$ cat src/rtl/mpq_pkg.sv
// Shared types, codes and defaults for the min priority queue.
package mpq_pkg;

    localparam int CAPACITY_DEF    = 16;
    localparam int VALUE_WIDTH_DEF = 32;

    localparam int DATA_W   = 32;
    localparam int STATUS_W = 2;
    localparam int OCC_W    = 5;

    typedef enum logic {
        OP_INSERT = 1'b0,
        OP_REMOVE = 1'b1
    } t_op;

    localparam logic [STATUS_W-1:0] ST_OK    = 2'd0;
    localparam logic [STATUS_W-1:0] ST_EMPTY = 2'd1;
    localparam logic [STATUS_W-1:0] ST_FULL  = 2'd2;

    // Per-cycle command broadcast to every cell.
    typedef struct packed {
        logic ins;
        logic rem;
    } t_cell_ctl;

endpackage

$ cat src/rtl/mpq_cell.sv
// One storage cell of the sorted chain: holds a value, shifts toward a neighbor.
module mpq_cell #(
    parameter int VALUE_WIDTH = mpq_pkg::VALUE_WIDTH_DEF,
    parameter int CNT_W       = 5,
    parameter int INDEX       = 0
) (
    input  logic                          i_clk,
    input  mpq_pkg::t_cell_ctl            i_ctl,
    input  logic        [CNT_W-1:0]       i_count,
    input  logic signed [VALUE_WIDTH-1:0] i_new_value,
    input  logic signed [VALUE_WIDTH-1:0] i_prev_value,
    input  logic                          i_prev_keep,
    input  logic signed [VALUE_WIDTH-1:0] i_next_value,
    output logic signed [VALUE_WIDTH-1:0] o_value,
    output logic                          o_keep
);

    logic signed [VALUE_WIDTH-1:0] r_value;
    logic signed [VALUE_WIDTH-1:0] n_value;
    logic                          live;

    assign live    = CNT_W'(INDEX) < i_count;
    // Equal values stay ahead of the newcomer so arrival order is kept.
    assign o_keep  = live && (r_value <= i_new_value);
    assign o_value = r_value;

    always_comb begin
        n_value = r_value;
        if (i_ctl.ins) begin
            if (!o_keep) begin
                n_value = i_prev_keep ? i_new_value : i_prev_value;
            end
        end else if (i_ctl.rem) begin
            n_value = i_next_value;
        end
    end

    always_ff @(posedge i_clk) begin
        r_value <= n_value;
    end

endmodule

$ cat src/rtl/min_priority_queue.sv
// Top level of the min priority queue: cell chain, fill count and result registers.
// A bounded queue of signed values kept sorted in a chain of CAPACITY cells.
// Each request is either an insert or a remove-minimum:
// every cell compares its value with the new one in parallel and keeps it,
// takes the new value or takes its left neighbor's value, and a remove shifts
// the whole chain one place toward the head. busy stays low, so a request may
// be issued in every cycle; its result appears on the output ports with
// o_strobe one cycle after acceptance and must be taken in that cycle. Equal
// values keep their arrival order, so the earliest of equal minima leaves first.
module min_priority_queue #(
    parameter int CAPACITY    = mpq_pkg::CAPACITY_DEF,
    parameter int VALUE_WIDTH = mpq_pkg::VALUE_WIDTH_DEF
) (
    input  logic                                i_clk,
    input  logic                                i_rst_n,
    input  logic                                start,
    output logic                                busy,
    input  logic                                i_operation,
    input  logic signed [mpq_pkg::DATA_W-1:0]   i_value,
    output logic                                o_strobe,
    output logic signed [mpq_pkg::DATA_W-1:0]   o_removed_value,
    output logic        [mpq_pkg::STATUS_W-1:0] o_status,
    output logic        [mpq_pkg::OCC_W-1:0]    o_occupancy
);

    localparam int CNT_W = $clog2(CAPACITY + 1);

    logic [CNT_W-1:0]                    r_count;
    logic [CNT_W-1:0]                    n_count;
    logic                                r_strobe;
    logic signed [mpq_pkg::DATA_W-1:0]   r_removed;
    logic        [mpq_pkg::STATUS_W-1:0] r_status;
    logic        [mpq_pkg::OCC_W-1:0]    r_occ;
    logic signed [mpq_pkg::DATA_W-1:0]   n_removed;
    logic        [mpq_pkg::STATUS_W-1:0] n_status;

    mpq_pkg::t_cell_ctl            ctl;
    logic signed [VALUE_WIDTH-1:0] new_value;
    logic signed [VALUE_WIDTH-1:0] cell_value [CAPACITY];
    logic                          cell_keep  [CAPACITY];
    logic                          is_full;
    logic                          is_empty;

    assign busy      = 1'b0;
    assign new_value = VALUE_WIDTH'(i_value);
    assign is_full   = r_count == CNT_W'(CAPACITY);
    assign is_empty  = r_count == '0;

    always_comb begin
        ctl.ins   = start && (mpq_pkg::t_op'(i_operation) == mpq_pkg::OP_INSERT) && !is_full;
        ctl.rem   = start && (mpq_pkg::t_op'(i_operation) == mpq_pkg::OP_REMOVE) && !is_empty;
        n_count   = r_count;
        n_removed = '0;
        n_status  = mpq_pkg::ST_OK;
        if (ctl.ins) begin
            n_count = r_count + CNT_W'(1);
        end else if (ctl.rem) begin
            n_count   = r_count - CNT_W'(1);
            // Head of the chain holds the minimum.
            n_removed = mpq_pkg::DATA_W'(cell_value[0]);
        end else if (mpq_pkg::t_op'(i_operation) == mpq_pkg::OP_INSERT) begin
            n_status = mpq_pkg::ST_FULL;
        end else begin
            n_status = mpq_pkg::ST_EMPTY;
        end
    end

    for (genvar g = 0; g < CAPACITY; g++) begin : g_cell
        logic signed [VALUE_WIDTH-1:0] prev_value;
        logic signed [VALUE_WIDTH-1:0] next_value;
        logic                          prev_keep;

        if (g == 0) begin : g_head
            assign prev_value = new_value;
            assign prev_keep  = 1'b1;
        end else begin : g_body
            assign prev_value = cell_value[g-1];
            assign prev_keep  = cell_keep[g-1];
        end

        if (g == CAPACITY - 1) begin : g_tail
            assign next_value = cell_value[g];
        end else begin : g_inner
            assign next_value = cell_value[g+1];
        end

        mpq_cell #(
            .VALUE_WIDTH (VALUE_WIDTH),
            .CNT_W       (CNT_W),
            .INDEX       (g)
        ) u_cell (
            .i_clk        (i_clk),
            .i_ctl        (ctl),
            .i_count      (r_count),
            .i_new_value  (new_value),
            .i_prev_value (prev_value),
            .i_prev_keep  (prev_keep),
            .i_next_value (next_value),
            .o_value      (cell_value[g]),
            .o_keep       (cell_keep[g])
        );
    end

    always_ff @(posedge i_clk) begin
        if (!i_rst_n) begin
            r_count  <= '0;
            r_strobe <= 1'b0;
        end else begin
            if (start) begin
                r_count <= n_count;
            end
            r_strobe <= start;
        end
        if (start) begin
            r_removed <= n_removed;
            r_status  <= n_status;
            r_occ     <= mpq_pkg::OCC_W'(n_count);
        end
    end

    assign o_strobe        = r_strobe;
    assign o_removed_value = r_removed;
    assign o_status        = r_status;
    assign o_occupancy     = r_occ;

endmodule

$ cat config.mk
export PLATFORM = sky130hd
export DESIGN_NAME = min_priority_queue
export DESIGN_NICKNAME = d
export VERILOG_FILES = /design/src/rtl/mpq_pkg.sv /design/src/rtl/mpq_cell.sv /design/src/rtl/min_priority_queue.sv
export SDC_FILE = /design/constraint.sdc
export NUM_CORES = 2
export LEC_CHECK = 0
export ABC_AREA = 1
export BUFFER_PORTS_ARGS = -buffer_cell sky130_fd_sc_hd__buf_4
export CORE_UTILIZATION = 40
export DETAILED_ROUTE_END_ITERATION = 12
export PLACE_DENSITY_LB_ADDON = 0.05
export SKIP_LAST_GASP = 1
export SLEW_MARGIN = 40
export SYNTH_ARGS = -nofsm -noshare
export SYNTH_HDL_FRONTEND = slang
export SYNTH_SLANG_ARGS = --single-unit
$ cat constraint.sdc
create_clock -name i_clk -period 5.81 [get_ports i_clk]
set_input_delay 0 -clock i_clk [delete_from_list [all_inputs] [get_ports i_clk]]
set_output_delay 0 -clock i_clk [all_outputs]
set_load 0.1 [all_outputs]
After elaboration in Yosys (flattened, before gate mapping)

Index checks and enable logic that the tools add are counted.

$add $sub $neg: 2
$lt $le $gt $ge: 32
Equal/unequal tests: 16
Muxes and demuxes: 63
Bitwise logic cells: 3
Reductions and logical operators: 42

Operators by type and width:

| operator              | count |
|---|---|
| $mux W32              | 60 |
| $le A32 B32 Y1        | 16 |
| $lt A4 B5 Y1 const A  | 8 |
| $reduce_and A2 Y1     | 16 |
| $ne A2 B2 Y1 const B  | 15 |
| $logic_and A1 B1 Y1   | 20 |
| $lt A3 B5 Y1 const A  | 4 |
| $lt A1 B5 Y1 const A  | 2 |
| $lt A2 B5 Y1 const A  | 2 |
| $mux W5               | 2 |
| $add A5 B1 Y5 const B | 1 |
| $eq A5 B5 Y1 const B  | 1 |
| $logic_not A5 Y1      | 1 |
| $sub A5 B1 Y5 const B | 1 |
| $reduce_or A2 Y1      | 2 |
| $not A1 Y1            | 3 |
| $logic_not A1 Y1      | 2 |
| $mux W2               | 1 |
| $reduce_bool A2 Y1    | 1 |

Flip-flop bits (word level): 557
Input bits: 36
Output and inout port bits: 41
Logic and storage cells: 179

Logic depth before layout (Yosys ltp)

Depth in word-level cells: 5
Mapped depth: 21
Mapped depth without buffers: 20

Hierarchy

From an unflattened synthesis, not the netlist that was laid out.

Cells, all modules: 5411
Area, all modules: 41954.0 µm²

Modules (own cells, without submodules):

| module                           | times used | cells an instance | area an instance (µm²) | seq. area each (µm²) |
|---|---|---|---|---|
| mpq_cell (g_cell[0].u_cell ...)  | 3          | 328               | 2508.7                 | 960.9 |
| mpq_cell (g_cell[13].u_cell ...) | 3          | 326               | 2504.9                 | 960.9 |
| mpq_cell (g_cell[11].u_cell ...) | 2          | 329               | 2491.1                 | 960.9 |
| mpq_cell (g_cell[12].u_cell)     | 1          | 328               | 2519.9                 | 960.9 |
| mpq_cell (g_cell[9].u_cell)      | 1          | 329               | 2508.7                 | 960.9 |
| mpq_cell (g_cell[14].u_cell)     | 1          | 323               | 2506.2                 | 960.9 |
| mpq_cell (g_cell[6].u_cell)      | 1          | 326               | 2506.2                 | 960.9 |
| mpq_cell (g_cell[4].u_cell)      | 1          | 328               | 2504.9                 | 960.9 |
| mpq_cell (g_cell[1].u_cell)      | 1          | 326               | 2503.7                 | 960.9 |
| mpq_cell (g_cell[7].u_cell)      | 1          | 326               | 2502.4                 | 960.9 |
| mpq_cell (g_cell[15].u_cell)     | 1          | 325               | 2496.1                 | 960.9 |
| min_priority_queue               | 1          | 180               | 1883.1                 | 1291.2 |

Worst setup path before layout

Ideal clock, no wire load.

Path type: reg2reg
From: reg g_cell[15].u_cell.r_value[31]
To: reg g_cell[15].u_cell.r_value[0] (enable)
Setup time: 0.432 ns
Arrival: 3.083 ns
Data required time: 5.378 ns
Setup slack: 2.295 ns
Cell stages (with the launch flop): 12
Buffers on the path: 0
Period minus slack after synthesis: 3.515 ns
Path through: edfxtp_1 -> ha_1 -> nand2_1 -> nor2_1 -> nand4_1 -> nor4_1 -> nand2_1 -> nand2_1 -> nand2_1 -> nand2_1 -> nand2_1 -> a21oi_1

Longest elaborated chain between the ends: 4

Ends and longest elaborated chain:

| element                     | RTL line       | source |
|---|---|---|
| from (decl)                 | mpq_cell.sv:18 | `logic signed [VALUE_WIDTH-1:0] r_value;` |
| from (signal assigned)      | mpq_cell.sv:39 | `r_value <= n_value;` |
| $le A32 B32 Y1              | mpq_cell.sv:24 | `assign o_keep = live && (r_value <= i_new_value);` |
| $logic_and A1 B1 Y1         | mpq_cell.sv:24 |  |
| $not A1 Y1 (no line)        | n/a            |  |
| $reduce_and A2 Y1 (no line) | n/a            |  |

No other way between the ends.
A chain may end at the register's enable or synchronous reset.

Worst setup path in the final report

From: reg r_count[1]
To: reg g_cell[3].u_cell.r_value[23] (enable)

Longest elaborated chain between the ends: 5
Elaborated cells on any way between the ends: 11
Classes of those cells: order compare (1); eq/ne (2); reduce/logical (8)

Ends and longest elaborated chain:

| element                                              | RTL line                  | source |
|---|---|---|
| from (decl)                                          | min_priority_queue.sv:28  | `logic [CNT_W-1:0] r_count;` |
| from (signal assigned)                               | min_priority_queue.sv:110 | `r_count <= n_count;` |
| branches (longest 4 deep; another with $lt A2 B5 Y1) | n/a                       |  |
| $reduce_and A2 Y1 (no line) *                        | n/a                       |  |
| to (signal assigned)                                 | mpq_cell.sv:39            |  |
| to (decl)                                            | mpq_cell.sv:18            |  |

Mark *: on every way between the ends.

==> reports/metrics.csv <==
stage,metric,value,unit
place,Port Buffer Count,75,
layout,fillcell total,10600,
route,drt drc,0,
synthesis,register area share after synthesis,0.401,
synthesis,multiplexer area fraction after synthesis,0,
sta,Final period util,0.715,
cts,"Hold-fix buffers, CTS",34,
floorplan,Std-Cell Rows,117,
setup_path,Worst Path Required,6.12,ns
sta,Worst-Margin Slew,0.858,ns
synthesis,Post-synth ARST share,0,
global_route,vias in the first global route,33000,
min_path,Hold/Removal Path Class,in -> reg,
outcome,outcome,completed,
synthesis,post-synthesis cell count,5561,
power,Psw,4.81,mW
synthesis,Synth Area in XOR/XNOR,0.000632,
setup_path,CP endpoint,g_cell[3].u_cell.o_value[23],
power,leakage,25.9,nW
sta,# setup viols final,0,
synthesis,post-synthesis register bit count,557,
synthesis,post-synth cell types,34,
setup_path,CP endpoint kind,register,
sta,fmax,241,MHz
synthesis,Synth Cell Area,41600,um^2
cts,post-CTS sizing,0,
synthesis,Synth Area per Inst,7.48,um^2
cts,clock sink total,557,
cts,clock buffer depth,3,
synthesis,number of synthesized flops with an enable pin,551,
sta,Final Hold Fails,0,
min_path,hold depth,4,
route,DR WL/cell,17.8,um
setup_path,CP Max Fanout,35,
sta,minimum clock period,4.15,ns
layout,Post-layout nets,6183,
global_route,largest net degree at the start of global routing,98,
floorplan,# IOs,77,
layout,Area growth syn-to-layout,10.4,%
power,P_int,9.00,mW
layout,final cell count without fillers,7054,
place,hpwl dp,96600,um
synthesis,top-count cell post-synth,nand2_1,
floorplan,Die Ht,324,um
setup_path,Crit. Startpoint,r_count[1],
synthesis,Synth area leader,edfxtp_1,
route,overall via count from detail_route,34000,
power,Clock power frac,0.313,
global_route,GR Overflow Total,0,
route,DRT iter0 DRCs,2308,
cts,Root Buffer,clkbuf_16,
sta,Worst Skew,0.0206,ns
sta,setup TNS,0,ns
cts,postcts setup bufs,0,
synthesis,main combinational cell family by area after synthesis,simple AND/OR/NAND/NOR gates,
route,vias per inst,4.82,
place,Final GP Congestion,0.852,
floorplan,Initial Util,0.406,
setup_path,Critical Path Source Type,register,
sta,Max Slew Vio Count,0,
route,WL final,126000,um
setup_path,worst reg-to-reg path cell count,8,
floorplan,core area,102000,um^2
floorplan,Die ar.,105000,um^2
cts,clk slew on worst S/H paths,0.06,ns
route,Initial DRT Pass Iterations,5,
cts,clock latency on the worst-skew pair,0.64,ns
setup_path,critical path class,reg -> reg,
synthesis,Post-Synth Simple-Gate Area,0.310,
setup_path,r2r setup slk,1.66,ns
synthesis,Synth top cells by count,"nand2_1, inv_1, edfxtp_1",
cts,CTS tree,built,
place,placed cells,6891,
synthesis,"Net Count, Synth",6112,
global_route,initial antenna violation count,1,
synthesis,Compound-Gate Fraction of Synth Area,0.0478,
setup_path,WP data arrival,4.47,ns
sta,worst hold slack,0.0407,ns
synthesis,Yosys top cell area share,0.398,
synthesis,Ys Warns,0,
cts,CTS buffer count,73,
power,Pwr Density,301,nW/um^2
synthesis,Post-Synth Adder-Cell Area,0.155,
global_route,global-route wire length before repair,195000,um
cts,H-tree depth,3,
power,switching share of power,0.348,
synthesis,top_reg_cell synth,edfxtp_1,
power,Sequential Power Share,0.410,
setup_path,reg2reg end,g_cell[3].u_cell.o_value[23],
route,Detail Route Antenna Nets,0,
job,# Max-Cap Violations,0,
floorplan,Die Wd,324,um
sta,RSZ-0062 raised after global routing,false,
synthesis,top post-synthesis cells by area,"edfxtp_1, nand2_1, ha_1, inv_1, a21oi_1",
layout,ANT cells,0,
sta,max_slew headroom,0.428,
power,Gate power share,0.277,
layout,share of layout cells above drive strength 1,0.0594,
setup_path,RR Startpoint,r_count[1],
layout,utilization after layout,0.448,
global_route,all-layer global routing usage,0.238,
power,worst vdd ir,0.182,mV
power groups by stage:
stage | Combinational, mW | Sequential, mW | Clock (mW)
after global placement | 3.77 | 5.74 | 0
after floorplan | 2.67 | 5.76 | 0
final | 3.83 | 5.67 | 4.32
after global routing | 4.41 | 5.74 | 4.59
after CTS | 3.85 | 5.66 | 4.47
after detailed placement | 3.81 | 5.74 | 0
per-layer routing:
layer	track usage	wire length, um
met5	0	0
met4	0.0756	3560
met3	0.0238	5490
met2	0.373	55000
met1	0.341	61900
stage by stage:
step	setup WS (ns)	power [mW]	instance area (um^2)
2_1_floorplan	2.30	8.43	41600
3_3_place_gp	1.57	9.51	43300
3_5_place_dp	1.58	9.55	43300
4_1_cts	1.59	14.0	45900
5_1_grt	1.33	14.7	45900
6_report	1.66	13.8	45900
critical path: stages (launching register included):
cell     delay, ns
dfxtp_1       0.48
inv_1         0.14
ha_1          0.25
nand3_1       0.14
nand2_4       0.29
inv_4         0.75
nand2_2       0.58
nand2_1       0.76
buf_4         0.38
final cells by class:
cell class              instances  area, um^2  area share
repair buffers                188        1520      0.0331
well taps                    1368        1710      0.0373
clock buffers                  95        1990      0.0435
clock inverters                34         209     0.00455
multi-input cells            4169       21400       0.466
inverters                     643        2420      0.0526
flip-flops and latches        557       16700       0.363
state kept, by name, indices dropped and copies added (netlist names):
register               flops
o_strobe                   1
r_count                    5
o_occupancy                5
o_removed_value           32
g_cell.u_cell.o_value    512
o_status                   2
kinds of logic (layout without fill, tap and decap cells):
logic type,Yosys count,after routing
DFF,557,557
other,1,1
and+or+nand+nor,3281,3281
xor gates and xnor gates,3,3
adders and majority gates,515,515
buffers and inverters,835,960
AOI/OAI and AO/OA,369,369
how the worst min path moves through the flow:
| stage | endpoint | slack, ns | startpoint |
|---|---|---|---|
| 6_report | o_strobe | 0.04 | start |
| 4_1_cts | o_strobe | 0.02 | start |
| 5_1_grt | o_removed_value[16] | 0.10 | start |
| 3_3_place_gp | o_strobe | 0.21 | i_rst_n |
| 3_5_place_dp | o_strobe | 0.21 | i_rst_n |
| 2_1_floorplan | o_strobe | 0.09 | start |
cell usage in the layout, fill, tap and decap left out, drive strengths merged, types with 42 or more instances in the layout:
| cell | count |
|---|---|
| nand4 | 42 |
| a21oi | 229 |
| o21ai | 82 |
| edfxtp | 551 |
| nor2 | 180 |
| inv | 645 |
| nand3 | 88 |
| ha | 515 |
| buf | 154 |
| nand2 | 2955 |
| clkbuf | 95 |
(Power assumes the default switching activity.)
